[src/rtl/obbcp_pkg.sv]
`timescale 1ns / 1ps

package obbcp_pkg;

  // default coordinate width (signed Q8.8)
  localparam int COORD_WIDTH_DEF = 16;

  // configuration registers are all this wide
  localparam int REG_W = 48;

  // axis component format: signed Q1.14
  localparam int AXIS_W    = 16;
  localparam int AXIS_FRAC = 14;

  // number of box axes, one cell each
  localparam int NUM_AXES = 3;

  // configuration register index width
  localparam int CFG_IDX_W = 3;

  // configuration register map
  typedef enum logic [CFG_IDX_W-1:0] {
    REG_CENTER = 3'd0,
    REG_HALF   = 3'd1,
    REG_AXIS0  = 3'd2,
    REG_AXIS1  = 3'd3,
    REG_AXIS2  = 3'd4
  } cfg_reg_t;

endpackage

[src/rtl/obbcp_out.sv]
`timescale 1ns / 1ps

module obbcp_out #(
  parameter int COORD_WIDTH = obbcp_pkg::COORD_WIDTH_DEF
) (
  input  logic                           clk,
  input  logic                           rst,
  input  logic                           in_valid,
  output logic                           in_ready,
  input  logic signed [COORD_WIDTH+18:0] in_acc [3],
  input  logic                           in_inside,
  output logic                           out_valid,
  input  logic                           out_ready,
  output logic signed [COORD_WIDTH-1:0]  near [3],
  output logic                           inside_flag
);
  import obbcp_pkg::*;

  localparam int SW = COORD_WIDTH + 19;
  localparam logic signed [SW-1:0] RND = SW'(2 ** (AXIS_FRAC - 1));
  localparam logic signed [SW-1:0] SAT_HI =
    {{(SW - COORD_WIDTH + 1){1'b0}}, {(COORD_WIDTH - 1){1'b1}}};
  localparam logic signed [SW-1:0] SAT_LO = ~SAT_HI;

  logic                          vld;
  logic signed [SW-1:0]          rounded [3];
  logic signed [SW-1:0]          shifted [3];
  logic signed [COORD_WIDTH-1:0] sat [3];

  assign in_ready  = !vld || out_ready;
  assign out_valid = vld;

  // round half up to the coordinate grid, then saturate
  always_comb begin
    for (int k = 0; k < 3; k++) begin
      rounded[k] = in_acc[k] + RND;
      shifted[k] = rounded[k] >>> AXIS_FRAC;
      if (shifted[k] > SAT_HI) begin
        sat[k] = SAT_HI[COORD_WIDTH-1:0];
      end else if (shifted[k] < SAT_LO) begin
        sat[k] = SAT_LO[COORD_WIDTH-1:0];
      end else begin
        sat[k] = shifted[k][COORD_WIDTH-1:0];
      end
    end
  end

  // output register valid
  always_ff @(posedge clk) begin
    if (rst) begin
      vld <= 1'b0;
    end else if (in_ready) begin
      vld <= in_valid;
    end
  end

  // output register payload
  always_ff @(posedge clk) begin
    if (in_ready && in_valid) begin
      near        <= sat;
      inside_flag <= in_inside;
    end
  end

endmodule

[config.mk]
export PLATFORM = sky130hd
export DESIGN_NAME = obbcp_out
export DESIGN_NICKNAME = d
export VERILOG_FILES = /design/src/rtl/obbcp_pkg.sv /design/src/rtl/obbcp_out.sv
export SDC_FILE = /design/constraint.sdc
export NUM_CORES = 1
export LEC_CHECK = 0
export ABC_CLOCK_PERIOD_IN_PS = 2700
export BUFFER_PORTS_ARGS = -buffer_cell sky130_fd_sc_hd__buf_2
export CORE_MARGIN = 4
export CORE_UTILIZATION = 25
export DETAILED_ROUTE_END_ITERATION = 10
export PLACE_DENSITY = 0.58
export RECOVER_POWER = 25
export SYNTH_ARGS = -nofsm -noshare
export SYNTH_HDL_FRONTEND = slang
export SYNTH_SLANG_ARGS = --single-unit
[constraint.sdc]
create_clock -name clk -period 2.7 [get_ports clk]
set_clock_uncertainty 0.05 [all_clocks]
set_input_delay 0.54 -clock clk [delete_from_list [all_inputs] [get_ports clk]]
set_output_delay 0.54 -clock clk [all_outputs]
set_load 0.1 [all_outputs]
==> out/summary.txt, run 1 <==
Vias in the first global route - 2775
I/O Pins - 161
DIE HEIGHT - 120 um
# clock sinks - 50
Largest family of logic cells by synthesized area - simple AND/OR/NAND/NOR gates
Delay-heaviest family, CP - simple AND/OR/NAND/NOR gates
Die X-Extent - 120 um
Minimum clock period - 2.40 ns
Commonest non-fill, non-tap cell in the layout - buf_2
Largest net degree at the start of global routing - 34
Post-CTS repair timing setup buffer count - 0
Vias per inst - 4.54
Type of the worst min-delay path - input pin to flip-flop
All-Layer GR Usage - 0.113
Hold buffer count at cts - 0
Rows - 40
Critical Path RT - 2.58 ns
Post-synthesis simple-gate area fraction - 0.224
RSZ-0062 raised after global routing - no
Final GP Congestion - 0.900
Iter 0 DRT Violations - 81
Critical path capture point type - flip-flop
Worst path cell trace - buf_2 > nand2b_2 > and2_0 > clkbuf_4
Via Count - 2785
Die area - 0.0145 mm2
Synth top area share - 0.467
Buffers plus inverters on the worst setup path - 2
Synthesis-to-layout area growth - 33.3%
Resize count post-CTS - 0
Final nets - 557
Asr flop ratio synth - 0
Rel. slew slack - 0.246
Drt total wl - 8240 um
Post-Syn Nets - 421
Max Cap Violations - 0
# port buffers - 121
Hold Crit Depth - 2
Fmax - 417 MHz
Worst-Margin Slew - 1.13 ns
Area leader, netlist - edfxtp_1
Final setup fails - 0
Worst path slowest cell - and2_0
Reg2reg start - out_valid
Post-synthesis compound-gate area fraction - 0.107
Reg2reg end - near[18]
Max VDD drop - 0.000180 V
CP startpoint kind - input pin
H-tree levels - 2
Post-Synth XOR/XNOR Area - 0.147
Ant diodes - 0
CTS root buf - clkbuf_16
Most frequent cells in the layout - buf_2, edfxtp_1, o21ai_0, xnor2_1
Slack of the critical path - 0.303 ns
Outcome - complete, no violations
Syn Std Cell Area - 0.00315 mm2
Reg2reg path depth - 3
Leak - 1.58 nW
Share of layout cells above drive strength 1 - 0.362
Place WS - -0.0720 ns
EDFF count, synth - 49
Starting Density - 0.259
Worst-skew pair later-pin latency - 0.28 ns
Seq/Total Area, Yosys - 0.473
Hold_ws - 0.356 ns
Ys Warns - 0
Most used DFF post-synth - edfxtp_1
Yosys reg bits - 50
Global-route wire length before repair - 13100 um
CTS Buf Count - 5
DRT Pass-1 Iters - 4
Synth Area in Adders - 0.0119
Synth cell types - 45
Hpwl dp - 6800 um
Clk buf depth - 2
Setup CP Type - input pin to flip-flop
Worst endpoint data arrival time - 2.27 ns
WL/cell - 13.4 um
CTS tree - yes
Mux cell area share after synthesis - 0.0131
Overflow after GRT - 0
Worst path max stage delay - 0.87 ns
Power per cell area - 532 mW/mm2
# DRC - 0
Setup slack, reg-to-reg - 0.36 ns
Gate Count Post-Synth - 308
Final hold violations - 0
Synth top area cells - edfxtp_1, xnor2_1, xor2_1
Worst-path clk slew - 0.06 ns
Final slew viol count - 0
CORE AREA - 0.0122 mm2
Antenna violations before repair - 2
Post-DRT Antenna Nets - 0
CP Max Fanout - 33
Final Cycle Share - 0.888
Syn Area/Cell - 10.2 um2
Hold path endpoint - out_valid
Hold_sp - rst
## where the power goes
group	leakage, nW	switching, W	total (W)	internal [W]
Combinational	1.04	0.000527	0.000673	0.000146
Clock	0.0739	0.000264	0.000631	0.000368
Sequential	0.470	0.0000132	0.000931	0.000917
Total	1.58	0.000804	0.00223	0.00143
## cell type report
class                      count  area, um2
timing repair buffer         139        737
fill                        1263       7960
inverter                       6       22.5
tap                          168        210
sequential                    50       1490
multi-input combinational    242       1590
clock buffer                   7        143
clock inverter                 1       5.00
## cell families after synthesis
logic type               count (synthesis)
AO/OA/AOI/OAI                           57
XOR/XNOR                                53
AND/OR/NAND/NOR                        125
buffers and inverters                   16
flip-flops                              50
adder cells (fa/ha/maj)                  3
multiplexers                             4
## flip-flops by register name (all words and copies together) (netlist names)
| register | count |
|---|---|
| inside_flag | 1 |
| near | 48 |
| out_valid | 1 |
## how the worst max path moves through the flow
stage / depth (start not counted) / from / end / slack [ns]
CTS: 8 / in_acc[83] / near[32] / 0.26
floorplan: 2 / out_valid / inside_flag / 0.10
detailed placement: 8 / in_acc[83] / near[32] / -0.07
global placement: 8 / in_acc[83] / near[44] / -0.06
global route: 4 / out_ready / near[45] / 0.08
finish: 4 / out_ready / near[18] / 0.30
## cell usage after synthesis (all sizes together), types with 2 or more instances
library cell and n:
and3 8, nor2 25, nand2 25, xnor2 30, xor2 23, o21ai 38, nand3 25, mux2i 3
buf 5, nor4 4, o31ai 8, and4 5, o31a 2, a41o 2, nand2b 3, or2 5
or4 2, nand4 12, nor3 3, nor3b 2, inv 6, and2 3, ha 3, a21oi 2
nor4b 3, edfxtp 49, clkbuf 5
## per-stage QoR
stage	total power, W	utilization	setup TNS (ns)	std cells	area [um2]
5_1_grt	0.00233	0.345	0	613	4200
3_3_place_gp	0.00162	0.334	-0.466	605	4070
3_5_place_dp	0.00163	0.334	-0.566	605	4070
6_report	0.00223	0.345	0	613	4200
4_1_cts	0.00227	0.346	0	613	4210
2_1_floorplan	0.00144	-	0	308	3160
## metal layers
metal | part of all wire | global-route usage | vias up
li1 | - | - | 1404
met1 | 0.41 | 0.132 | 1280
met2 | 0.49 | 0.198 | 84
met3 | 0.073 | 0.0318 | 13
met4 | 0.016 | 0.0397 | 4
met5 | 0.0025 | 0 | -
Note: power is estimated with default switching activity, not from simulation.
==> inputs of run 2 (changes only) <==
CELL_PAD_IN_SITES_DETAIL_PLACEMENT = 0   (was unset)
CELL_PAD_IN_SITES_GLOBAL_PLACEMENT = 1   (was unset)
PLACE_DENSITY = 0.72   (was 0.58)
==> run 2 against run 1 <==
Combinational power grew 2%; largest power group unchanged; critical path type unchanged; register-to-register slack gained 0.44 ns; highest routed layer is now met4; cell count grew 1.3%; global-route usage shrank 0.052 points; count of clock-buffer cells in the layout shrank 2.
==> out/summary.txt, run 2 (synthesis results as in run 1) <==
Outcome - complete, no violations
Final setup fails - 0 (unchanged)
CP Max Fanout - 15 (-55%)
P_int - 0.00142 W (-0.78%)
Antenna violations before repair - 0 (-2)
Share of layout cells above drive strength 1 - 0.380 (+0.0179)
I/O Pins - 161 (unchanged)
Critical path capture point type - flip-flop
Final Cycle Share - 0.901 (+0.0135)
H-tree levels - 2 (unchanged)
Worst endpoint data arrival time - 2.39 ns (+0.12 ns)
Layout Cells excl Fill - 621 (+1.3%)
Max VDD drop - 0.000221 V (+23%)
DIE HEIGHT - 120 um (unchanged)
Clock network power share - 0.284 (about the same)
Max reg flops - 48 (unchanged)
Setup CP Type - input pin to flip-flop
Drt total wl - 8550 um (+3.8%)
Setup_tns - 0 ns (unchanged)
Worst-path clk slew - 0.07 ns (about the same)
Rows - 40 (unchanged)
Die area - 0.0145 mm2 (unchanged)
Post-DRT Antenna Nets - 0 (unchanged)
Die X-Extent - 120 um (unchanged)
Register Area - 0.00149 mm2 (unchanged)
Combinational share of power - 0.304 (+0.003)
Multi-input logic area - 0.00159 mm2 (about the same)
Overflow after GRT - 0 (unchanged)
Synthesis-to-layout area growth - 36.1%
Final nets - 565 (+1.4%)
Resize count post-CTS - 0 (unchanged)
Vias per inst - 4.52 (-0.40%)
Filler instances - 1236 (-2.1%)
Leak - 1.64 nW (+3.4%)
Iter 0 DRT Violations - 186 (+130%)
Hpwl dp - 6920 um (+1.7%)
Max Cap Violations - 0 (unchanged)
Rel. slew slack - 0.154 (-0.0922)
All-Layer GR Usage - 0.112 (-0.000518)
CTS root buf - clkbuf_16
CTS Buf Count - 5 (unchanged)
Post-CTS repair timing setup buffer count - 0 (unchanged)
Switching share of power - 0.371 (+0.0114)
Starting Density - 0.259 (unchanged)
Commonest non-fill, non-tap cell in the layout - buf_2
Hold buffer count at cts - 0 (unchanged)
Flop pwr share - 0.412 (-0.004)
RSZ-0062 raised after global routing - no
# port buffers - 121 (unchanged)
Minimum clock period - 2.43 ns (+0.0364 ns)
Fmax - 411 MHz (-1.5%)
Via Count - 2810 (+0.90%)
Type of the worst min-delay path - input pin to flip-flop
Largest net degree at the start of global routing - 50 (+47%)
Worst-Margin Slew - 1.27 ns (+0.139 ns)
Total placed cells including tap cells - 613 (+1.3%)
Metal2 WL - 4070 um (-0.27%)
Global-route wire length before repair - 13000 um (-0.63%)
Routed wl met3 - 478 um (-21%)
Most frequent cells in the layout - buf_2, edfxtp_1, o21ai_0, xnor2_1
DRT Pass-1 Iters - 4 (unchanged)
Ant diodes - 0 (unchanged)
CORE AREA - 0.0122 mm2 (unchanged)
Vias in the first global route - 2620 (-5.6%)
Final slew viol count - 0 (unchanged)
Top sig layer - met4
Largest Register - near
CTS tree - yes
Critical Path RT - 2.66 ns (+0.08 ns)
WL/cell - 13.8 um (+2.4%)
NetSw - 0.000838 W (+4.2%)
Clk buf depth - 2 (unchanged)
CP startpoint kind - input pin
DRT met1 WL - 3910 um (+15%)
Worst-skew pair later-pin latency - 0.28 ns (about the same)
Final hold violations - 0 (unchanged)
# clock sinks - 50 (unchanged)
Final GP Congestion - 0.834 (-7.4%)
Power per cell area - 526 mW/mm2 (-1.0%)
# DRC - 0 (unchanged)
run 2: cell count changes in the layout (fill, tap and decap cells not counted), sizes merged:
cell	before	now
clkbuf	9	6
inv	6	8
buf	137	146
run 2: worst paths after layout:
path	start	endpoint	slack, ns	cells past startpoint
min	rst	out_valid	0.35	2
max	in_acc[53]	near[25]	0.27	7
max reg2reg	out_valid	near[18]	0.80	3
min reg2reg	out_valid	out_valid	0.44	2
run 2: power by group through the flow:
stage                     clock, W  combinational (W)  sequential [W]
after global routing      0.000701           0.000721        0.000935
after global placement           0           0.000685        0.000946
final                     0.000641           0.000687        0.000930
after detailed placement         0           0.000693        0.000947
after floorplan                  0           0.000141         0.00130
after CTS                 0.000669           0.000693        0.000930
run 2: layer usage:
metal,vias to the layer above,GRT usage
met4,0,0.0312
met1,1303,0.145
met2,77,0.188
met3,5,0.0276
li1,1425,-
met5,-,0
run 2: stage by stage:
step / util / power, W / cell area (um2) / worst slack, ns / hold slack, ns
final: 0.353 / 0.00226 / 4290 / 0.266 / 0.346
after global routing: 0.353 / 0.00236 / 4290 / 0.103 / 0.334
after CTS: 0.353 / 0.00229 / 4300 / 0.171 / 0.335
after detailed placement: 0.341 / 0.00164 / 4150 / -0.147 / 0.435
after global placement: 0.341 / 0.00163 / 4150 / -0.125 / 0.420
after floorplan: - / 0.00144 / 3160 / 0.103 / 0.559
run 2: worst max-delay path, cell delays in order:
cell and delay, ns:
buf_2 0.15, and4_1 0.21, nand3_1 0.17, nor4_1 0.37, xor2_1 0.28, o31a_1 0.47, o21ai_0 0.20
run 2: final cells by class:
cell class                 instances  area share
clock buffer                       5      0.0292
clock inverter                     3     0.00525
inverter                           6     0.00525
multi-input combinational        242       0.372
sequential                        50       0.348
tap                              168      0.0490
timing repair buffer             147       0.192
